===== src/sv/assert_macros.svh =====
// Assertion helper macros for the integer ALU block.
// Needs clk and rst_n in scope at the point of use.
`ifndef ASSERT_MACROS_SVH
`define ASSERT_MACROS_SVH

// Property checked every clock while out of reset.
`define ASSERT_CLK(lbl, prop, msg) \
  lbl: assert property (@(posedge clk) disable iff (!rst_n) (prop)) else $error(msg);

// Condition that must never hold while out of reset.
`define ASSERT_NEVER(lbl, cond, msg) \
  lbl: assert property (@(posedge clk) disable iff (!rst_n) !(cond)) else $error(msg);

`endif


===== src/sv/svalu_mul.sv =====
// Three-stage signed multiplier with overflow detect (two partial products).
// No dependencies.
`timescale 1ns / 1ps

module svalu_mul #(
  parameter int W = 32
) (
  input  logic                 clk,
  input  logic signed [W-1:0]  a,
  input  logic signed [W-1:0]  b,
  output logic [W-1:0]         value,
  output logic                 ovf
);

  localparam int H  = W / 2;
  localparam int HU = W - H;
  localparam logic [2*W-1:0] SIGN_L = (2*W)'(1) << (W - 1);

  logic [W-1:0]      ma_r, mb_r;
  logic              neg1_r, neg2_r;
  logic [W+H-1:0]    pl_r;
  logic [W+HU-1:0]   ph_r;
  logic [W-1:0]      value_r;
  logic              ovf_r;
  logic [2*W-1:0]    prod, limit;
  logic [W-1:0]      ma_nxt, mb_nxt;

  assign ma_nxt = a[W-1] ? (~a + W'(1)) : a;
  assign mb_nxt = b[W-1] ? (~b + W'(1)) : b;

  // stage 1: magnitudes
  always_ff @(posedge clk) begin
    ma_r   <= ma_nxt;
    mb_r   <= mb_nxt;
    neg1_r <= a[W-1] ^ b[W-1];
  end

  // stage 2: partial products over low and high halves of b
  always_ff @(posedge clk) begin
    pl_r   <= ma_r * mb_r[H-1:0];
    ph_r   <= ma_r * mb_r[W-1:H];
    neg2_r <= neg1_r;
  end

  // stage 3: combine, sign, range check
  assign prod  = (2*W)'(pl_r) + ((2*W)'(ph_r) << H);
  assign limit = neg2_r ? SIGN_L : (SIGN_L - (2*W)'(1));

  always_ff @(posedge clk) begin
    value_r <= neg2_r ? (~prod[W-1:0] + W'(1)) : prod[W-1:0];
    ovf_r   <= prod > limit;
  end

  assign value = value_r;
  assign ovf   = ovf_r;

endmodule


===== config.mk =====
export PLATFORM = sky130hd
export DESIGN_NAME = svalu_mul
export DESIGN_NICKNAME = d
export VERILOG_FILES = /design/src/sv/assert_macros.svh /design/src/sv/svalu_mul.sv
export SDC_FILE = /design/constraint.sdc
export NUM_CORES = 2
export LEC_CHECK = 0
export CORE_UTILIZATION = 50
export CTS_CLUSTER_SIZE = 16
export DETAILED_ROUTE_END_ITERATION = 8
export DONT_BUFFER_PORTS = 1
export HOLD_SLACK_MARGIN = 0.06
export PLACE_DENSITY = 0.69
export SETUP_SLACK_MARGIN = 0.3
export SYNTH_ARGS = -nofsm -noshare
export SYNTH_HDL_FRONTEND = slang
export SYNTH_SLANG_ARGS = --single-unit

===== constraint.sdc =====
create_clock -name clk -period 7.05 [get_ports clk]
set_input_delay 1.41 -clock clk [delete_from_list [all_inputs] [get_ports clk]]
set_output_delay 1.41 -clock clk [all_outputs]
set_load 0.02 [all_outputs]

* After elaboration in Yosys (flattened, before gate mapping)
Index checks and enable logic that the tools add are counted.
Word-level totals: bits of input ports 65, bits in registers 195, logic and storage cells 25
Cells by class: multipliers 2, multiplexer cells 4, bitwise gates (word level) 4, $lt $le $gt $ge 1, add/sub/neg operators 4
Operator list (count):
- $mul A32 B16 Y48 | 2
- $not A32 Y32 | 3
- $add A32 B2 Y32 const B | 2
- $add A48 B64 Y64 | 1
- $gt A64 B32 Y1 | 1
- $mux W32 | 2
- $mux W31 | 2
- $add A32 B1 Y32 const B | 1
- $xor A1 B1 Y1 | 1

* Longest topological paths before layout
depth in word-level cells 4, depth in mapped cells 26

* Least setup slack after synthesis
OpenSTA, ideal clock, no wires.
path kind flip-flop to flip-flop, start point register mb_r[17], end point register ph_r[44], stages on the path, launching flop included 24, period minus slack after synthesis 6.489 ns, slack 0.561 ns, path buffers 1, data arrival time 6.417 ns, data required time 6.978 ns, cell sequence dfxtp_1 > clkbuf_1 > nand2_1 > fa_1 > fa_1 > fa_1 > inv_1 > fa_1 > fa_1 > inv_1 > fa_1 > inv_1 > ha_1 > a21o_1 > a21o_1 > a21o_1 > nand4b_1 > or3_1 > a41oi_1 > o21ai_0 > a221o_1 > a21o_1 > a21oi_1 > xnor2_1
On the way: cells in the longest elaborated chain, start to end 1
RTL lines:
- start: declaration | line svalu_mul.sv:19 | logic [W-1:0] ma_r, mb_r;
- start signal: assignment | line svalu_mul.sv:34 | mb_r <= mb_nxt;
- $mul A32 B16 Y48 | line svalu_mul.sv:41 | ph_r <= ma_r * mb_r[W-1:H];
- end signal: assignment | line svalu_mul.sv:41
- end: declaration | line svalu_mul.sv:22 | logic [W+HU-1:0] ph_r;
No other way between the ends. A chain may end at the register's enable or synchronous reset.

* Worst setup path in the final report
start point register ma_r[17], end point register pl_r[44]
On the way: cells in the longest elaborated chain, start to end 1
RTL lines:
- start: declaration | line svalu_mul.sv:19
- start signal: assignment | line svalu_mul.sv:33 | ma_r <= ma_nxt;
- $mul A32 B16 Y48 | line svalu_mul.sv:40 | pl_r <= ma_r * mb_r[H-1:0];
- end signal: assignment | line svalu_mul.sv:40
- end: declaration | line svalu_mul.sv:21 | logic [W+H-1:0] pl_r;
No other way between the ends.

==> impl_results.md <==
- Outcome: finished with violations
- Failing checks: design-rule violations
- CP most frequent cell: fa_1
- Worst r2r path cells: 26
- Hold_buf cts: 0
- CP top delay family: adder cells
- Hold Vio Cnt, Final: 0
- Yosys warns: 0
- Hold slack: 0.330 ns
- Vias: 31,248
- IO Pins: 98
- Slew @ Worst Pin: 1.14 ns
- Arrival time worst endpoint: 7.06 ns
- Most frequent cells in the layout: inv_1, fa_1, nand2_1
- Nature of the critical path endpoint: flip-flop
- First-pass GRT wire length: 177,000 um
- Post-synth EDFFs: 0
- Non-Filler Cell Area, Final: 44,200 sq um
- Multi-input logic area: 32,800 sq um
- Slew margin rel.: 0.232
- Gate Count Post-Synth: 4,631
- Flops & latches, synth: 195
- Period minus WS final: 6.61 ns
- Unrepaired setup endpoints after global routing: yes
- Simple-gate share of the synthesized area: 0.174
- Max-Cap Viols: 0
- Die Height: 288 um
- CORE AREA: 80,700 sq um
- Die area: 82,800 sq um
- Worst-Skew Late Latency: 0.53 ns
- H-tree depth: 4
- CTS sink count: 195
- DR vias/cell: 5.49
- Mapped Nets: 5,840
- Grt total ovfl: 0
- Max Transition Viols Final: 0
- Hpwl dp: 88,700 um
- Area grow syn2layout: 8.26%
- Hold Path Class: reg -> reg
- Setup Viol. Count Final: 0
- GPL Wtd Cong: 0.944
- Sequential Area: 4000 sq um
- Crit path max fanout: 18
- Fillcell total: 7,269
- Synth async-reset ratio: 0
- Clk slew on worst S/H paths: 0.09 ns
- WP depth: 26
- Final WL: 109,000 um
- IO buf count: 0
- CTS root buffer: clkbuf_16
- Setup Skew: 0.0218 ns
- Top_reg_cell synth: dfxtp_1
- Bufs and invs on worst path: 7
- XOR/XNOR Fraction of Synth Area: 0.0427
- Share of cells above drive strength 1: 0.0748
- Synthesized area: 40,800 sq um
- Initial DRC count: 2,229
- Vias in the first global route: 33,429
- DR DRC count: 29
- Compound-gate portion of the synthesized area: 0.0769
- Seq/Total Area, Yosys: 0.0956
- Starting Density: 0.506
- CP max stage cell: fa_1
- Worst Hold Path Cells: 0
- Area share of the largest cell type after synthesis: 0.410
- Leading cell type in the layout, fill and taps excluded: inv_1
- Worst EP required: 7.50 ns
- Number of CTS-inserted buffers: 17
- Final TNS setup: 0 ns
- Largest family of logic cells by synthesized area: adder cells
- Placed cell area: 43,000 sq um
- Pre-Repair DR Iteration Count: 8
- WL/cell: 19.1 um
- Final period utilization: 0.938
- Post-synthesis mux area share: 0.00126
- Ant diodes: 0
- Final #Nets: 5,832
- Startpoint types: flip-flop
- Row count: 104
- DRT antenna net count: 0
- CTS tree: done
- Tot GR Track Use: 0.279
- Ranking of synthesized cells by area: fa_1, dfxtp_1, ha_1, inv_1, and2_1
- Crit Path Class: reg -> reg
- Slowest Stage Delay on Critical Path: 0.54 ns
- Antenna violations before repair: 0
- Yosys cell types: 61
- Mapped Avg Cell Area: 8.82 sq um
- F_max: 151 MHz
- CTS Buffer Depth: 2
- Die X: 288 um
- Leading area contributor after synthesis: fa_1
- Adder-Cell Fraction of Synth Area: 0.504
- Largest net degree at the start of global routing: 42
-- worst reg2reg max path: cells and delay by family, from the launching register on --
| kind | cells | cell delay, ns |
|---|---|---|
| flops | 1 | 0.42 |
| fa+ha+maj | 7 | 3.36 |
| compound gates | 9 | 1.49 |
| buf+inv | 7 | 0.74 |
| xor+xnor | 1 | 0.13 |
| simple gates | 2 | 0.39 |
-- registers in the layout, indices dropped and copies added (netlist names) --
register  count
ma_r         32
ph_r         48
neg2_r        1
mb_r         32
ovf           1
pl_r         48
neg1_r        1
value        32
-- per-stage QoR --
stage / setup slack (ns) / utilization / instances
3_5_place_dp: -0.0628 / 0.533 / 5650
6_report: 0.438 / 0.548 / 5696
2_1_floorplan: 0.561 / - / 4631
3_3_place_gp: -0.0927 / 0.533 / 5650
5_1_grt: 0.219 / 0.548 / 5696
4_1_cts: 0.276 / 0.542 / 5682
-- cell type report --
type                    instances  share of cell area
clock buffers                  17             0.00962
flip-flops and latches        195              0.0905
clock inverters                15             0.00523
repair buffers                207              0.0448
well taps                    1060              0.0300
inverters                     910              0.0772
multi-input cells            3292               0.743
-- cells in the mapped netlist, types with 6 or more instances --
cell type / count
o21a_1: 16
nor3_1: 27
xnor2_1: 154
fa_1: 837
a221o_1: 6
nand3_1: 32
o21ai_0: 107
and4_1: 6
or4_1: 10
inv_1: 910
o31ai_1: 31
nand2b_1: 15
dfxtp_1: 195
or2_2: 8
a21oi_1: 136
o41ai_1: 9
clkbuf_1: 234
o211ai_1: 8
xor2_1: 45
a21o_1: 74
nor2b_1: 13
o21bai_1: 20
a31oi_1: 16
and2_1: 432
or3_1: 24
nor2_1: 80
nand2_1: 714
nand4_1: 39
nor4_1: 13
and3_1: 21
a211oi_1: 17
ha_1: 307
-- logic make-up after synthesis --
kind of cell             after synthesis
AND/OR/NAND/NOR                     1454
buffers and inverters               1144
adder cells (fa/ha/maj)             1144
AO/OA/AOI/OAI                        490
XOR/XNOR                             199
flip-flops                           195
multiplexers                           5
-- metal layers --
metal / share of wire / global-route usage / up-vias
met2: 0.49 / 0.481 / 1005
met1: 0.39 / 0.333 / 15875
li1: - / - / 14073
met3: 0.055 / 0.0422 / 295
met4: 0.063 / 0.157 / 0
met5: 0 / 0 / -
-- final timing paths --
| path | endpoint | startpoint | slack, ns |
|---|---|---|---|
| setup / recovery | pl_r[44] | ma_r[17] | 0.44 |
| hold / removal | neg2_r | neg1_r | 0.33 |
| setup reg to reg | pl_r[44] | ma_r[17] | 0.44 |
| hold reg to reg | neg2_r | neg1_r | 0.33 |
-- repair_timing --
| item | CTS | global route |
|---|---|---|
| gates cloned | 0 | 2 |
| setup endpoints to repair | 17 | 25 |
| resized for setup | 36 | 112 |
| setup buffers | 0 | 12 |
| pin swaps | 2 | 19 |
Power is not shown: default switching activity piles up to over one toggle a cycle in this logic, so the estimate is an artifact.
