`config.mk`:
```
export PLATFORM = sky130hd
export DESIGN_NAME = svalu_dly
export DESIGN_NICKNAME = d
export VERILOG_FILES = /design/src/sv/assert_macros.svh /design/src/sv/svalu_dly.sv
export SDC_FILE = /design/constraint.sdc
export NUM_CORES = 1
export LEC_CHECK = 0
export BUFFER_PORTS_ARGS = -buffer_cell sky130_fd_sc_hd__buf_2
export CAP_MARGIN = 20
export CORE_AREA = 5 5 42 44
export CTS_CLUSTER_SIZE = 14
export DETAILED_ROUTE_END_ITERATION = 16
export DIE_AREA = 0 0 47 49
export HOLD_SLACK_MARGIN = 0.05
export MAX_ROUTING_LAYER = met4
export SKIP_CTS_REPAIR_TIMING = 1
export SLEW_MARGIN = 20
export SYNTH_ARGS = -nofsm -noshare
export SYNTH_HDL_FRONTEND = slang
export SYNTH_SLANG_ARGS = --single-unit
export TNS_END_PERCENT = 10
```
`constraint.sdc`:
```
create_clock -name clk -period 0.8 [get_ports clk]
set_clock_uncertainty 0.15 [all_clocks]
set_input_delay 0.16 -clock clk [delete_from_list [all_inputs] [get_ports clk]]
set_output_delay 0.16 -clock clk [all_outputs]
set_load 0.005 [all_outputs]
```
`src/sv/assert_macros.svh`:
```
// Assertion helper macros for the integer ALU block.
// Needs clk and rst_n in scope at the point of use.
`ifndef ASSERT_MACROS_SVH
`define ASSERT_MACROS_SVH

// Property checked every clock while out of reset.
`define ASSERT_CLK(lbl, prop, msg) \
  lbl: assert property (@(posedge clk) disable iff (!rst_n) (prop)) else $error(msg);

// Condition that must never hold while out of reset.
`define ASSERT_NEVER(lbl, cond, msg) \
  lbl: assert property (@(posedge clk) disable iff (!rst_n) !(cond)) else $error(msg);

`endif

```
`src/sv/svalu_dly.sv`:
```
// Delay line with a reset valid bit per stage and unreset payload.
// No dependencies.
`timescale 1ns / 1ps

module svalu_dly #(
  parameter int WIDTH = 8,
  parameter int DEPTH = 2
) (
  input  logic             clk,
  input  logic             rst_n,
  input  logic             in_vld,
  input  logic [WIDTH-1:0] in_data,
  output logic             out_vld,
  output logic [WIDTH-1:0] out_data
);

  logic [WIDTH-1:0] data_r [DEPTH];
  logic [DEPTH-1:0] vld_r;

  always_ff @(posedge clk) begin
    if (!rst_n) begin
      vld_r <= '0;
    end else begin
      vld_r <= {vld_r[DEPTH-2:0], in_vld};
    end
  end

  always_ff @(posedge clk) begin
    data_r[0] <= in_data;
    for (int i = 1; i < DEPTH; i++) begin
      data_r[i] <= data_r[i-1];
    end
  end

  assign out_vld  = vld_r[DEPTH-1];
  assign out_data = data_r[DEPTH-1];

endmodule

```
* After elaboration in Yosys (flattened, before gate mapping)
Memories as Yosys holds them, arrays and structs flattened.
Index checks and enable logic that the tools add are counted.
** Word-level totals
- Memories kept :: 1
- Input bits :: 11
- Logic and storage cells :: 2
- Output and inout port bits :: 9
- Register bits :: 2
- Bits in writable memories :: 16
** Memories
- data_r :: words 2, width 8, rd ports 2, clocked after Yosys merged registers in 0, wr ports 2, line svalu_dly.sv:17 : logic [WIDTH-1:0] data_r [DEPTH];

* Depth between registers and ports, before layout
Gate-level depths: netlist (run 1).
- Depth after elaboration :: 0
- Depth in mapped cells :: 1
- Depth with buffers taken out :: 1

* Least setup slack after synthesis (run 1)
No wires, ideal clock.
- Path type :: register to output
- Start point :: memory data_r[1][0] (netlist: data_r[0][8])
- End point :: output port out_data[0]
- Arrival :: 0.393 ns
- Path buffers :: 1
- Cell stages (with the launch flop) :: 2
- Required time :: 0.490 ns
- Setup slack :: 0.097 ns
- Cells stage by stage :: dfxtp_1 buf_4
** RTL lines
- start: declaration :: line svalu_dly.sv:17
- end: declaration :: line svalu_dly.sv:14 : output logic [WIDTH-1:0] out_data

==> flow_summary.yaml, run 1 <==
run_status:
  outcome: "finished, violations left"
  violations: "hold timing, setup timing"
final_layout:
  fin_nets: 63
  mostFrequentLayoutCell: "buf_2"
  layout-drive-gt1-share_pct: 49.0
  multi_input_area_um2: 12.5
  seq_area_um2: 363
  final_area_um2: 619
  area_growth_pct: 43.1
  antenna_cells: 0
  fillerInstances: 138
  utilization_pct: 44.2
  final_cell_mix: "buf_2, dfxtp_1, dlygate4sd3_1"
die:
  pin_count: 20
  initial_core_util_pct: 30.9
  die_x_um: 47
  die_h_um: 49
  dieArea_um2: 2300
  rows: 14
  core-area_um2: 1400
setup_path:
  crit_buf_inv: 1
  crit_family: "flip-flops"
  crit_chain: "buf_6"
  worstReg2RegStart: "vld_r[0]"
  required_ps: 490
  cp-start-kind: "register"
  crit_path_max_fanout: 1
  end_kind: "primary output"
  slowest_stage: "dfxtp_2"
  slowest_delay_ps: 330
  worstSetupPathType: "reg -> out"
  crit_start: "data_r[0][13]"
  arrival_ps: 710
route:
  first_pass_iters: 2
  num_vias: 235
  drtIter0Drc: 4
  wl_per_cell_um: 8.49
  wl_um: 569
  vias_per_cell: 3.51
  drc_errors: 0
  ant_nets: 0
sta:
  setup_slack_ps: -216
  period_minus_slack_ps: 1020
  fin_setup_tns_ps: -1850
  whs_ps: -71.3
  worst_pin_slew_ps: 90.8
  slew_headroom_pct: 93.9
  fin_crit_sh_pct: 127
  setup_violations: 9
  rsz0062_at_grt: "yes"
  hold_viol: 2
  finalMaxSlewViolations: 0
  fmax_mhz: 985
power:
  power.leakage_nw: 0.292
  powerDensity_nw_per_um2: 2510
  finalPower_mw: 1.56
  ir_worst_vdd_uv: 1050
clock_network:
  clockBufferDepth: 2
  insertion_delay_ps: 280
  cts-buffers-inserted: 3
  cts_tree: "yes"
  h-tree-depth: 1
  clock-root-buffer: "clkbuf_4"
  cts.sinks: 18
  cts.clk_slew.worst_paths_ps: 90
synth:
  yosysWarnings: 0
  synth_top_family_by_area: "buffers and inverters"
  ys_seq_elements: 18
  avgSynthCellArea_um2: 15.5
  synth_mux_area_share_pct: 0
  ys_seq_area_share_pct: 83.2
  synth_area_um2: 433
  yosys.area_share.simple_pct: 2.89
  synth_compound_area_share_pct: 0
  synth_cells: 28
  yosys.cell_types.count: 3
  synth_nets: 39
  synthXorXnorAreaFrac_pct: 0
  synth_adder_area_share_pct: 0
placement:
  portBuffers: 19
  finalWeightedCongestion: 0.559
  placement.cell_area_um2: 488
grt:
  grt_pass1_vias: 200
  grt_pass1_wl_um: 834
  grt_usage_pct: 5.61
  gr-total-overflow: 0
  antenna_found_initial: 0
  grt_max_degree: 11
run:
  maxCapViolCount: 0
hold_path:
  holdCritPathClass: "in -> reg"
  min-delay-start: "in_vld"
state kept, by name, indices dropped and copies added (netlist names):
| name | flops |
|---|---|
| data_r | 16 |
| vld_r | 2 |
cells in the mapped netlist (all sizes together):
cell type	instances	area [um2]
dfxtp	18	360
and2	2	12.5
buf	8	60.1
final timing paths:
kind	cells after the start	slack, ps	endpoint
min	2	-70	vld_r[0]
min reg2reg	0	180	data_r[0][12]
max	1	-220	out_data[5]
max reg2reg	1	120	vld_r[1]
final cells by class:
class / count / area share, %
tap: 16 / 3.23
clock buffer: 4 / 5.86
multi-input combinational: 2 / 2.02
timing repair buffer: 27 / 30.3
sequential: 18 / 58.6
metal layers:
metal  vias to the layer above  part of all wire [%]  global-route usage (%)
met1                       100                    33                    5.42
met3                         2                    11                    2.58
met5                         -                     0                       -
li1                        123                     -                       -
met2                        10                    54                    7.01
met4                         0                   1.6                    6.91
kinds of logic (layout without fill, tap and decap cells):
group                  count (synthesis)  count (layout)
buffers and inverters                  8              31
AND/OR/NAND/NOR                        2               2
flip-flops                            18              18
through the flow:
stage | setup slack, ps | std cells
final | -216 | 67
after global routing | -255 | 67
after CTS | -228 | 59
after detailed placement | 94.9 | 55
after global placement | 99.0 | 55
after floorplan | 97.3 | 28
power by group:
| group | switching [mW] | total, mW | internal (mW) |
|---|---|---|---|
| clock network | 0.241 | 0.517 | 0.276 |
| registers | 0.00966 | 0.953 | 0.944 |
| logic | 0.0219 | 0.0866 | 0.0647 |
Power figures use the tool's default switching activity.
==> inputs of run 2 (changes only) <==
CTS_BUF_LIST = sky130_fd_sc_hd__clkbuf_8 sky130_fd_sc_hd__clkbuf_16   (was not set)
==> flow_summary.yaml, run 2 (same netlist as run 1, synthesis figures left out) <==
run_status:
  outcome: "finished, violations left"
  violations: "hold timing, setup timing"
hold_path:
  hold-path-endpoint: "data_r[0][5]"
  holdCritPathClass: "in -> reg"
  min-delay-start: "in_data[5]"
  holdPathStages: 1
placement:
  portBuffers: 19
  finalWeightedCongestion: 0.559
  place_ws_ps: 94.9
route:
  wl_per_cell_um: 8.24
  first_pass_iters: 1
  num_vias: 198
  drc_errors: 0
  ant_nets: 0
  wl_um: 486
  drtIter0Drc: 0
  vias_per_cell: 3.36
sta:
  fin_crit_sh_pct: 121
  setup_violations: 9
  finalMaxSlewViolations: 0
  rsz0062_at_grt: "yes"
  setup_slack_ps: -169
  fmax_mhz: 1030
  period_minus_slack_ps: 969
  whs_ps: -135
  slew_headroom_pct: 96.0
  worst_pin_slew_ps: 60.5
  hold_viol: 10
final_layout:
  area_growth_pct: 30.6
  largest_register: "data_r"
  layout-drive-gt1-share_pct: 60.5
  antenna_cells: 0
  fin_nets: 55
  largest_reg_flops: 16
  largestRegisters: "data_r (16), vld_r (2)"
  final_cell_mix: "buf_2, dfxtp_1, clkbuf_8"
  utilization_pct: 40.4
  mostFrequentLayoutCell: "buf_2"
  fillerInstances: 140
run:
  maxCapViolCount: 0
clock_network:
  insertion_delay_ps: 240
  clockBufferDepth: 2
  cts-buffers-inserted: 3
  cts.clk_slew.worst_paths_ps: 60
  cts_tree: "yes"
  h-tree-depth: 1
  cts.sinks: 18
  clock-root-buffer: "clkbuf_8"
setup_path:
  crit_family: "flip-flops"
  end_kind: "primary output"
  r2r_slack_ps: 120
  cp-start-kind: "register"
  crit_chain: "buf_6"
  r2r-end: "vld_r[1]"
  crit_path_max_fanout: 1
  crit_buf_inv: 1
  worst-path-stages: 1
  crit_start: "data_r[0][13]"
  r2r_cells: 1
  worstReg2RegStart: "vld_r[0]"
  worstSetupPathType: "reg -> out"
  required_ps: 490
  slowest_delay_ps: 320
  arrival_ps: 660
  slowest_stage: "dfxtp_2"
die:
  dieArea_um2: 2300
  die_x_um: 47
  pin_count: 20
  rows: 14
  die_h_um: 49
  initial_core_util_pct: 30.9
  core-area_um2: 1400
grt:
  grt_max_degree: 11
  grt_pass1_vias: 196
  grt_usage_pct: 5.68
  antenna_found_initial: 0
  grt_pass1_wl_um: 834
  gr-total-overflow: 0
power:
  power.leakage_nw: 0.267
  ir_worst_vdd_uv: 1710
  powerDensity_nw_per_um2: 3010
-- run 2: final cells by class --
type	instances	area [um2]	area share, %
multi-input combinational	2	12.5	2.21
tap	16	20.0	3.54
sequential	18	364	64.4
timing repair buffer	19	114	20.1
clock buffer	4	55.1	9.73
-- run 2: metrics by stage --
stage,hold slack (ps),instances,area (um2),TNS (ps),power [mW]
after floorplan,37.7,28,433,0,1.01
after global placement,112,55,488,0,1.02
after detailed placement,114,55,488,0,1.02
after CTS,-142,59,543,-1520,1.72
after global routing,-146,59,566,-1700,1.78
final,-135,59,566,-1460,1.70
-- run 2: worst max-delay path by stage --
stage / to
after floorplan: out_data[0]
after global placement: out_data[6]
after detailed placement: out_data[5]
after CTS: out_data[5]
after global routing: out_vld
final: out_data[5]
-- run 2: power breakdown --
group	leakage, nW	internal (mW)	switching [mW]
registers	0.152	0.945	0.0101
logic	0.0867	0.0415	0.0168
clock network	0.0288	0.435	0.256
total	0.267	1.42	0.282
-- run 2: layer usage --
metal / vias to the layer above / GRT usage (%) / routed length [um]
li1: 105 / - / -
met3: 2 / 2.58 / 52
met1: 81 / 5.42 / 187
met4: 0 / 6.91 / 16
met2: 10 / 7.24 / 230
met5: - / - / 0
