## config.mk

```make
export PLATFORM = sky130hd
export DESIGN_NAME = svalu_fast
export DESIGN_NICKNAME = d
export VERILOG_FILES = /design/src/sv/assert_macros.svh /design/src/sv/svalu_pkg.sv /design/src/sv/svalu_fast.sv
export SDC_FILE = /design/constraint.sdc
export NUM_CORES = 1
export LEC_CHECK = 0
export BUFFER_PORTS_ARGS = -buffer_cell sky130_fd_sc_hd__clkbuf_2
export CAP_MARGIN = 0
export CORE_ASPECT_RATIO = 0.8
export CORE_MARGIN = 1.5
export CORE_UTILIZATION = 36
export DETAILED_ROUTE_END_ITERATION = 12
export PLACE_DENSITY = 0.54
export SLEW_MARGIN = 20
export SYNTH_ARGS = -nofsm -noshare
export SYNTH_HDL_FRONTEND = slang
export SYNTH_SLANG_ARGS = --single-unit
```

## constraint.sdc

```tcl
create_clock -name vclk -period 4.8
set_input_delay 0.24 -clock vclk [all_inputs]
set_output_delay 0.24 -clock vclk [all_outputs]
set_load 0.01 [all_outputs]
```

## src/sv/assert_macros.svh

```systemverilog
// Assertion helper macros for the integer ALU block.
// Needs clk and rst_n in scope at the point of use.
`ifndef ASSERT_MACROS_SVH
`define ASSERT_MACROS_SVH

// Property checked every clock while out of reset.
`define ASSERT_CLK(lbl, prop, msg) \
  lbl: assert property (@(posedge clk) disable iff (!rst_n) (prop)) else $error(msg);

// Condition that must never hold while out of reset.
`define ASSERT_NEVER(lbl, cond, msg) \
  lbl: assert property (@(posedge clk) disable iff (!rst_n) !(cond)) else $error(msg);

`endif

```

## src/sv/svalu_pkg.sv

```systemverilog
// Package for the stack machine integer ALU: opcodes and defaults.
// No dependencies.
`timescale 1ns / 1ps

package svalu_pkg;

  localparam int DATA_WIDTH_DEF = 32;
  localparam int FUNC_W         = 5;

  typedef enum logic [FUNC_W-1:0] {
    OP_ADD  = 5'd0,
    OP_SUB  = 5'd1,
    OP_MUL  = 5'd2,
    OP_DIV  = 5'd3,
    OP_MOD  = 5'd4,
    OP_OR   = 5'd5,
    OP_XOR  = 5'd6,
    OP_AND  = 5'd7,
    OP_SHL  = 5'd8,
    OP_LAND = 5'd9,
    OP_LOR  = 5'd10,
    OP_LXOR = 5'd11,
    OP_LNOT = 5'd12,
    OP_LT   = 5'd13,
    OP_GT   = 5'd14,
    OP_EQ   = 5'd15,
    OP_LE   = 5'd16,
    OP_GE   = 5'd17,
    OP_ABS  = 5'd18,
    OP_SGN  = 5'd19,
    OP_INC  = 5'd20,
    OP_DEC  = 5'd21
  } op_t;

endpackage

```

## src/sv/svalu_fast.sv

```systemverilog
// Combinational ops: add/sub with overflow, bitwise, shift, logic, compares, unary.
// Depends on svalu_pkg.
`timescale 1ns / 1ps

module svalu_fast #(
  parameter int W = svalu_pkg::DATA_WIDTH_DEF
) (
  input  logic [svalu_pkg::FUNC_W-1:0] func,
  input  logic signed [W-1:0]          a,
  input  logic signed [W-1:0]          b,
  output logic [W-1:0]                 value,
  output logic                         ovf
);

  localparam int SW = $clog2(W);
  localparam logic [W-1:0] W_VAL = W'(W);
  localparam logic [W-1:0] ONE   = W'(1);

  logic [W-1:0] sum, dif, neg_b, amt;
  logic         ta, tb;

  assign sum   = a + b;
  assign dif   = a - b;
  assign neg_b = ~b + ONE;
  assign amt   = b[W-1] ? neg_b : b;
  assign ta    = (a != '0);
  assign tb    = (b != '0);

  always_comb begin
    value = '0;
    ovf   = 1'b0;
    unique case (func)
      svalu_pkg::OP_ADD: begin
        value = sum;
        ovf   = (a[W-1] == b[W-1]) && (sum[W-1] != a[W-1]);
      end
      svalu_pkg::OP_SUB: begin
        value = dif;
        ovf   = (a[W-1] != b[W-1]) && (dif[W-1] != a[W-1]);
      end
      svalu_pkg::OP_OR:  value = a | b;
      svalu_pkg::OP_XOR: value = a ^ b;
      svalu_pkg::OP_AND: value = a & b;
      svalu_pkg::OP_SHL: begin
        if (b[W-1]) begin
          value = (amt >= W_VAL) ? {W{a[W-1]}} : W'(a >>> amt[SW-1:0]);
        end else if (tb) begin
          value = (amt >= W_VAL) ? '0 : W'(a << amt[SW-1:0]);
        end else begin
          value = a;
        end
      end
      svalu_pkg::OP_LAND: value = {{(W-1){1'b0}}, ta && tb};
      svalu_pkg::OP_LOR:  value = {{(W-1){1'b0}}, ta || tb};
      svalu_pkg::OP_LXOR: value = {{(W-1){1'b0}}, ta != tb};
      svalu_pkg::OP_LNOT: value = {{(W-1){1'b0}}, !tb};
      svalu_pkg::OP_LT:   value = {{(W-1){1'b0}}, a < b};
      svalu_pkg::OP_GT:   value = {{(W-1){1'b0}}, a > b};
      svalu_pkg::OP_EQ:   value = {{(W-1){1'b0}}, a == b};
      svalu_pkg::OP_LE:   value = {{(W-1){1'b0}}, a <= b};
      svalu_pkg::OP_GE:   value = {{(W-1){1'b0}}, a >= b};
      svalu_pkg::OP_ABS:  value = amt;
      svalu_pkg::OP_SGN:  value = b[W-1] ? {W{1'b1}} : (tb ? ONE : '0);
      svalu_pkg::OP_INC:  value = b + ONE;
      svalu_pkg::OP_DEC:  value = b - ONE;
      default: begin
        value = '0;
        ovf   = 1'b0;
      end
    endcase
  end

endmodule

```

## Word level (Yosys, flattened, before mapping)

Index checks and enable logic that the tools add are counted.

| storage, ports and cells | value |
|---|---|
| logic and storage cells | 57 |
| register bits after elaboration | 0 |
| output and inout bits | 33 |
| bits of input ports | 69 |

| operators by class | value |
|---|---|
| equal/unequal tests | 24 |
| $add $sub $neg | 5 |
| muxes and demuxes | 9 |
| shifts and indexed selects | 2 |
| bitwise gates (word level) | 4 |
| reduce and logical (&&, ||, !) cells | 8 |
| order comparisons | 5 |

Operators by type and width:

| kind | count |
|---|---|
| $pmux W32 S19 | 1 |
| $mux W32 | 6 |
| $add A32 B1 Y32 const B | 2 |
| $reduce_bool A32 Y1 | 2 |
| $eq A5 B4 Y1 const B | 8 |
| $add A32 B32 Y32 | 1 |
| $and A32 B32 Y32 | 1 |
| $eq A32 B32 Y1 | 1 |
| $ge A32 B32 Y1 | 1 |
| $ge A32 B6 Y1 const B | 1 |
| $gt A32 B32 Y1 | 1 |
| $le A32 B32 Y1 | 1 |
| $lt A32 B32 Y1 | 1 |
| $not A32 Y32 | 1 |
| $or A32 B32 Y32 | 1 |
| $shl A32 B5 Y32 | 1 |
| $sshr A32 B5 Y32 | 1 |
| $sub A32 B1 Y32 const B | 1 |
| $sub A32 B32 Y32 | 1 |
| $xor A32 B32 Y32 | 1 |
| $eq A5 B5 Y1 const B | 6 |
| $eq A5 B3 Y1 const B | 3 |
| $eq A5 B1 Y1 const B | 1 |
| $logic_not A5 Y1 | 1 |
| other kinds (7) | 12 |

## Depth between registers and ports, before layout

Gate-level depths: netlist of the first run.

| depth | value |
|---|---|
| depth in word-level cells | 8 |
| depth in mapped cells | 19 |
| mapped depth without buffers | 15 |

## Least setup slack after synthesis of the first run

Ideal clock, no wire load.

| timing | value |
|---|---|
| path type | input to output |
| from | input port func[1] (netlist bit) |
| to | output port value[31] |
| arrival time | 4.815 ns |
| data required time | 4.560 ns |
| buffers on the path | 3 |
| stages | 16 |
| slack | -0.255 ns |
| path through | clkbuf_1 -> nor4bb_1 -> clkbuf_1 -> clkbuf_1 -> and2_1 -> ha_1 -> o21ai_0 -> o21ai_0 -> a41o_1 -> a31oi_1 -> o211a_1 -> a211o_1 -> o21ai_0 -> xnor2_1 -> a221oi_1 -> or4b_2 |

| between the ends | value |
|---|---|
| cells in the longest elaborated chain, start to end | 2 |
| elaborated cells on any way between the ends | 20 |
| classes of those cells | eq/ne: 18; mux: 1; reduce/logical: 1 |

Ends and longest elaborated chain:

| item | RTL line | RTL |
|---|---|---|
| start: declaration | svalu_fast.sv:8 | `input logic [svalu_pkg::FUNC_W-1:0] func,` |
| $eq A5 B5 Y1 (tied with other cells) | svalu_fast.sv:32 | `unique case (func)` |
| $pmux W32 S19 * | svalu_fast.sv:32 |  |
| end: declaration | svalu_fast.sv:11 | `output logic [W-1:0] value,` |

Mark *: on every way between the ends. The rest lies on a longest branch, timed or not.

## Worst setup path after layout of the first run

| timing | value |
|---|---|
| from | input port b[3] |
| to | output port value[26] |

| between the ends | value |
|---|---|
| cells in the longest elaborated chain, start to end | 8 |
| elaborated cells on any way between the ends | 16 |
| classes of those cells | add/sub: 5; order compare: 1; shift: 2; mux: 6; bitwise: 1; reduce/logical: 1 |

Ends and longest elaborated chain:

| item | RTL line | RTL |
|---|---|---|
| start: declaration | svalu_fast.sv:10 | `input logic signed [W-1:0] b,` |
| $not A32 Y32 | svalu_fast.sv:24 | `assign neg_b = ~b + ONE;` |
| $add A32 B1 Y32 | svalu_fast.sv:24 |  |
| $mux W32 | svalu_fast.sv:25 | `assign amt = b[W-1] ? neg_b : b;` |
| $ge A32 B6 Y1 or $shl A32 B5 Y32 (tied branches) | svalu_fast.sv:46, svalu_fast.sv:48 |  |
| $mux W32 | svalu_fast.sv:48 | `value = (amt >= W_VAL) ? '0 : W'(a << amt[SW-1:0]);` |
| $mux W32 | svalu_fast.sv:47 | `end else if (tb) begin` |
| $mux W32 | svalu_fast.sv:45 | `if (b[W-1]) begin` |
| $pmux W32 S19 * | svalu_fast.sv:32 |  |

Marks and branches as above.

==> impl_results.md, run 1 <==
* Status: completed
* PortBufs at 102
* Hold WC Path Type: input pin to primary output
* Hold path depth at 4
* Via count at 16690
* Setup CP Type: input pin to primary output
* Initial DRT Pass Iterations at 6
* Hold_ws at 1.111 ns
* Detailed Place HPWL at 56.94 mm
* # IOs at 102
* # DRC at 0
* Num sequential at 0
* Worst-margin pin slew at 0.9439 ns
* Cell row count at 60
* Placer's final routability congestion estimate at 1.036
* Final Cycle Share at 96.34%
* Max Slew Vio Count at 0
* Area contributors post-synth: ha_1 13%, mux2i_1 7.6%, a21oi_1 6.8%, o21ai_0 6.3%, nor2_1 5.6%
* Most common cell after layout, fill and taps aside: nor2_1
* Syn_area_per_cell at 6.551 um2
* Detail Route Antenna Nets at 0
* Hold_sp: a[31]
* Syn_nets at 2070
* Core area at 33560 um2
* RSZ-0062 raised after global routing: no
* Number of max-cap violations at 0
* Final wirelength at 71.61 mm
* Drt wl/cell at 29.95 um
* Worst EP required at 4.56 ns
* CP max FO at 10
* Largest area contributor in the netlist: ha_1
* Placed cell area at 13780 um2
* Final setup violating endpoints at 0
* Gr ovfl total at 0
* Final-stage net count at 2161
* P&R area growth vs syn at 12.80%
* Worst EP arrival at 4.38 ns
* Storage cell area at 0 um2
* All-Layer GR Usage at 39.09%
* Cell area after layout at 13800 um2
* Most frequent cells in the layout: 182 x nor2_1, 165 x a21oi_1, 162 x nand2_1
* Mapped Cells at 1867
* Final min period at 4.624 ns
* Synth top area share at 13.40%
* Share of layout cells above drive strength 1 at 15.75%
* Slew headroom at 36.76%
* Die X at 209.1 um
* CP Capture Type: primary output
* DRT iter0 DRCs at 2503
* Crit start category: input pin
* Pin count of the biggest net entering global routing at 45
* Yosys warns at 0
* Clkbuf count at 0
* Initial antenna violation count at 1
* Die area at 35100 um2
* First-pass GRT wire length at 103.6 mm
* Worst hold endpoint: ovf
* Unique masters post-synth at 90
* Via/cell ratio at 6.979
* Final Hold Viols at 0
* Post-CTS Setup Inserts at 0
* Mapped Area at 12230 um2
* Post-synthesis sequential area ratio at 0%
* Starting Density at 36.45%
* Vias in the first global route at 14940
* Highest clock rate at 0.2162 GHz
* Chip height at 167.9 um
==> cells in the mapped netlist (16+ instances only) <==
library cell	instances
a31oi_1	32
o21ai_0	153
a221oi_1	26
o211ai_1	32
a21oi_1	165
nand2_1	162
o31ai_1	26
o21bai_1	21
inv_1	105
and3_1	17
mux2i_1	93
nand3_1	34
a21o_1	35
clkbuf_1	113
ha_1	131
a211oi_1	35
nor3_1	58
or3_1	22
mux4_2	18
xnor2_1	53
nor4_1	26
a22oi_1	17
nor2_1	182
nand4_1	22
buf_1	21
o221ai_1	23
a221o_1	16
==> how the worst max path moves through the flow <==
stage / from / endpoint / slack (ns) / depth (start not counted)
4_1_cts: func[2] / value[31] / 0.14 / 16
5_1_grt: func[2] / value[30] / 0.06 / 17
2_1_floorplan: func[1] / value[31] / 0.04 / 16
3_3_place_gp: func[2] / value[31] / 0.07 / 16
6_report: b[3] / value[26] / 0.18 / 17
3_5_place_dp: func[2] / value[31] / -0.01 / 16
==> cell families (layout without fill, tap and decap cells) <==
kind of cell             after synthesis  in the layout  synth area share (%)
AO/OA/AOI/OAI                        704            704                 38.43
XOR/XNOR                              64             64                 4.583
adder cells (fa/ha/maj)              134            134                 13.89
buffers and inverters                252            341                 8.051
multiplexers                         121            121                 11.85
other                                  0              1                     0
AND/OR/NAND/NOR                      592            592                 23.19
==> critical path, cell delays in order <==
cell	delay [ns]
clkbuf_2	0.24
inv_1	0.18
ha_1	0.52
o21ai_0	0.13
o21bai_1	0.23
a211oi_1	0.11
buf_4	0.17
o31a_1	0.41
o31ai_1	0.39
buf_4	0.20
or2_2	0.12
a2bb2oi_1	0.21
o21ai_0	0.16
a2111oi_0	0.56
buf_4	0.24
o211ai_1	0.10
clkbuf_2	0.16
==> metrics by stage <==
stage	std cells	utilization, %	setup TNS (ns)	worst slack [ns]
floorplan	1867	-	0	0.04209
global placement	2390	41.05	0	0.06753
detailed placement	2390	41.05	-0.01264	-0.01264
CTS	2390	41.05	0	0.1402
global route	2390	41.10	0	0.06462
finish	2391	41.11	0	0.1757
==> what timing repair did <==
action                     in CTS  in global routing
pin swaps                       0                  0
gates cloned                    0                  0
resized for setup               1                  4
hold buffers                    0                  0
setup endpoints to repair       1                  2
==> per-layer routing <==
metal	global-route usage (%)	vias to the layer above	part of all wire (%)
li1	-	7271	-
met1	55.59	8013	43
met2	56.22	1199	40
met3	7.704	202	12
met4	17.90	2	5.6
met5	0	-	0.015
==> area by class of cell <==
| class | instances | area, um2 |
|---|---|---|
| multi-input combinational | 1615 | 11340 |
| antenna | 1 | 2.502 |
| fill | 3651 | 19760 |
| inverter | 109 | 409.1 |
| timing repair buffer | 232 | 1499 |
| tap | 434 | 543.0 |
==> run 2, diff against run 1 <==
CORE_MARGIN = 2   (was 1.5)
==> run 2 against run 1 <==
  * Fmax decreased by 1.7%
  * Flip-flop and latch count unchanged
  * Non-clock buffer count increased by 17
  * Wire length decreased by 1.2%
  * Via count decreased by 0.28%
  * Utilization increased by 0.49 points
  * Design area increased by 1.2%
  * First-iteration DRC count increased by 13%
  * Worst setup slack got worse by 0.079 ns
  * Critical endpoint is now value[25]
==> impl_results.md, run 2 (same netlist as run 1, synthesis figures left out) <==
* Status: completed
* # IOs at 102
* Critical Path Max Stage Delay at 0.62 ns
* Overall power after layout at 1.848 mW
* Critical-path cell list: clkbuf_2 -> inv_1 -> ha_1 -> or4_1 -> nand4b_1 -> a21oi_1 -> nor3_1 -> a21oi_1 -> buf_4 -> a211oi_1 -> o21ai_0 -> xnor2_1 -> a221oi_1 -> nand4_1 -> clkbuf_2
* Placer's final routability congestion estimate at 1.047
* Final min period at 4.704 ns
* Sw Pwr at 1.227 mW
* Number of max-cap violations at 0
* Final Cycle Share at 97.99%
* Drt wl/cell at 29.39 um
* Initial DRT Pass Iterations at 6
* Num sequential at 0
* RSZ-0062 raised after global routing: no
* Multi-input logic area at 11340 um2
* P&R area growth vs syn at 14.15%
* First-pass GRT wire length at 102.7 mm
* Hold_ws at 1.100 ns
* Worst-margin pin slew at 1.088 ns
* All-Layer GR Usage at 38.44%
* Detail Route Antenna Nets at 0
* CP Capture Type: primary output
* Max Slew Vio Count at 0
* Slew headroom at 27.50%
* Via/cell ratio at 6.914
* Diode count at 0
* Cell row count at 60
* P_leak at 6.140 nW
* Worst EP required at 4.56 ns
* Switching Fraction at 66.36%
* Die X at 210.1 um
* Post-layout util at 41.60%
* Crit start category: input pin
* # DRC at 0
* Pin count of the biggest net entering global routing at 45
* Most frequent cells in the layout: 182 x nor2_1, 165 x a21oi_1, 162 x nand2_1
* Share of layout cells above drive strength 1 at 16.42%
* Setup TNS at 0 ns
* Final wirelength at 70.75 mm
* Storage cell area at 0 um2
* Combinational Power Share at 100.0%
* Highest clock rate at 0.2126 GHz
* Post-CTS Setup Inserts at 0
* Via count at 16640
* Hold WC Path Type: input pin to primary output
* Final Hold Viols at 0
* Initial antenna violation count at 0
* Hold-fix buffers at CTS at 0
* Fill count at 3668
* Chip height at 168.9 um
* Most common cell after layout, fill and taps aside: nor2_1
* Final setup violating endpoints at 0
* CP max FO at 12
* Setup CP Type: input pin to primary output
* Vias in the first global route at 14820
* Core area at 33560 um2
* Clock power share at 0%
* Clkbuf count at 0
* P per Cell Area at 132.4 nW/um2
* Sequential power share at 0%
* Detailed Place HPWL at 56.62 mm
* Die area at 35470 um2
* Starting Density at 36.45%
* DRT iter0 DRCs at 2839
* Worst EP arrival at 4.46 ns
* PortBufs at 102
* P_int at 621.9 uW
* Gr ovfl total at 0
* Worst path slowest cell: a21oi_1
* Final-stage net count at 2178
* Max VDD drop at 57.25 uV
-- run 2: final cells by class --
cell class | instances | area share [%]
timing repair buffer | 249 | 11.92
multi-input combinational | 1615 | 81.26
inverter | 109 | 2.931
tap | 434 | 3.890
-- run 2: power groups by stage --
stage          Clock (mW)  Sequential [mW]  Combinational (mW)
3_3_place_gp            0                0                1.76
2_1_floorplan           0                0                1.04
3_5_place_dp            0                0                1.76
4_1_cts                 0                0                1.77
6_report                0                0                1.85
5_1_grt                 0                0                1.93
-- run 2: what timing repair did --
action / 4_1_cts / 5_1_grt
gates resized for setup: 2 / 5
cloned: 0 / 0
endpoints found under the setup margin: 2 / 16
-- run 2: worst paths after layout --
path  start         to  slack [ns]  depth (start not counted)
max   b[11]  value[25]         0.1                         15
min   a[31]        ovf        1.10                          4
-- run 2: critical path: cells and delay by family --
family / cells / cell delay, ns
AOI/OAI and AO/OA: 5 / 1.58
adders and majority gates: 1 / 0.45
buffers and inverters: 4 / 0.79
xor gates and xnor gates: 1 / 0.13
and+or+nand+nor: 4 / 1.27
-- run 2: metal layers --
layer	vias to the layer above	routed length (um)	track usage (%)
li1	7299	-	-
met1	7845	29630	54.53
met2	1279	28100	55.04
met3	218	8293	7.310
met4	0	4722	19.30
met5	-	0	0
-- run 2: stage by stage --
stage	cell area [um2]	std cells	setup WS, ns
after floorplan	12230	1867	0.04209
after global placement	13940	2407	0.06099
after detailed placement	13940	2407	-0.01937
after CTS	13940	2407	0.07786
after global routing	13960	2407	0.02208
final	13960	2407	0.09635
(Power assumes the default switching activity.)
==> run 3, diff against run 2 <==
PLACE_DENSITY = 0.52   (was 0.54)
clock period = 6 ns   (was 4.8 ns; I/O delays follow)
==> run 3 against run 2 <==
  * Worst setup slack improved by 0.70 ns
  * Die area did not move
  * Non-clock buffer count fell by 100
  * Utilization fell by 2.4 points
  * Power fell by 24%
  * Critical path depth rose by 1
  * Sequential share of layout area did not move
  * Highest routed layer is now met5
  * Design area fell by 5.8%
  * Wire length fell by 1.9%
  * Final cell count fell by 4.1%
  * Clock-buffer cell count did not move
==> impl_results.md, run 3 (same netlist as run 1, synthesis figures left out) <==
* Pin count of the biggest net entering global routing at 55
* Most common cell after layout, fill and taps aside: nor2_1
* Pre-CTS setup slack at 0.9124 ns
* Initial antenna violation count at 3
* Slew headroom at 21.81%
* Highest clock rate at 0.1922 GHz
* Worst Setup SP: func[2]
* Final Hold Viols at 0
* CP max FO at 14
* Detail Route Antenna Nets at 0
* Setup TNS at 0 ns
* Met3 Resource Use GR at 8.479%
* Crit path to: value[31]
* Clkbuf count at 0
* Fill count at 3694
* Final Cycle Share at 86.72%
* Via count at 16190
* Number of max-cap violations at 0
* Final-stage net count at 2078
* Dpl cells at 2307
* Hold-fix buffers at CTS at 0
* Core area at 33560 um2
* Crit start category: input pin
* First-pass GRT wire length at 100.6 mm
* Status: completed
* Met2 Use GR at 54.82%
* PortBufs at 102
* Num sequential at 0
* Die X at 210.1 um
* Final setup violating endpoints at 0
* P&R area growth vs syn at 7.571%
* Final min period at 5.203 ns
* Setup CP Type: input pin to primary output
* Max VDD drop at 41.02 uV
* Detailed Place HPWL at 53.85 mm
* Chip height at 168.9 um
* Multi-input logic area at 11330 um2
* CP Capture Type: primary output
* Drt wl/cell at 30.07 um
* GR peak layer: met2
* Met1 Use GR at 53.64%
* Via/cell ratio at 7.015
* Worst EP required at 5.70 ns
* # IOs at 102
* Vias in the first global route at 14590
* Worst-margin pin slew at 1.148 ns
* Gr ovfl total at 0
* Die area at 35470 um2
* P per Cell Area at 107.3 nW/um2
* Post-layout util at 39.21%
* Max Slew Vio Count at 0
* P_leak at 5.635 nW
* Post-CTS Setup Inserts at 0
* Worst EP arrival at 4.90 ns
* # DRC at 0
* DRT iter0 DRCs at 2648
* Post-Layout Cell Count at 2308
* Placer's final routability congestion estimate at 1.026
* Hold WC Path Type: input pin to primary output
* Cell row count at 60
* Post_cts resized at 0
* RSZ-0062 raised after global routing: no
* Most frequent cells in the layout: 181 x nor2_1, 165 x a21oi_1, 162 x nand2_1
* Initial DRT Pass Iterations at 6
* All-Layer GR Usage at 37.60%
* Starting Density at 36.45%
* Share of layout cells above drive strength 1 at 11.80%
* Final wirelength at 69.40 mm
* Setup WS post-layout at 0.7970 ns
* Storage cell area at 0 um2
run 3: worst min path at each step:
stage	to	slack [ns]	cells after the start	from
2_1_floorplan	value[11]	0.79	2	a[11]
3_3_place_gp	value[19]	1.22	5	b[19]
3_5_place_dp	value[19]	1.22	5	b[19]
4_1_cts	value[19]	1.22	5	b[19]
5_1_grt	value[19]	1.28	5	b[19]
6_report	value[19]	1.23	5	b[19]
run 3: power breakdown:
group          switching [mW]  leakage (nW)  internal, mW
registers                   0             0             0
logic                   0.969          5.63         0.443
clock network               0    0.00000529  0.0000000270
run 3: worst max-delay path: stages:
cell	delay [ns]
clkbuf_2	0.17
nor4bb_4	0.32
and2_1	0.16
buf_4	0.24
ha_1	0.29
a211oi_1	0.44
o21ai_0	0.25
a41o_1	0.34
a31oi_1	0.43
o211a_1	0.27
a211o_1	0.22
o21ai_0	0.15
xnor2_1	0.15
a221oi_1	0.40
or4b_2	0.62
clkbuf_2	0.15
run 3: cell type report:
type | count | area share, %
Antenna cell | 1 | 0.01902
Inverter | 109 | 3.110
Multi-Input combinational cell | 1615 | 86.09
Tap cell | 434 | 4.127
Timing Repair Buffer | 149 | 6.657
run 3: stage by stage:
| stage | power (mW) | cell area [um2] | hold WS, ns |
|---|---|---|---|
| 4_1_cts | 1.347 | 13150 | 1.224 |
| 2_1_floorplan | 0.8336 | 12230 | 0.7904 |
| 5_1_grt | 1.478 | 13150 | 1.282 |
| 6_report | 1.412 | 13160 | 1.229 |
| 3_5_place_dp | 1.340 | 13150 | 1.224 |
| 3_3_place_gp | 1.350 | 13150 | 1.218 |
run 3: per-layer routing:
layer  wire, um  vias up
met4       3223        2
li1           -     7092
met1      29730     7741
met5         18        -
met2      27840     1177
met3       8586      179
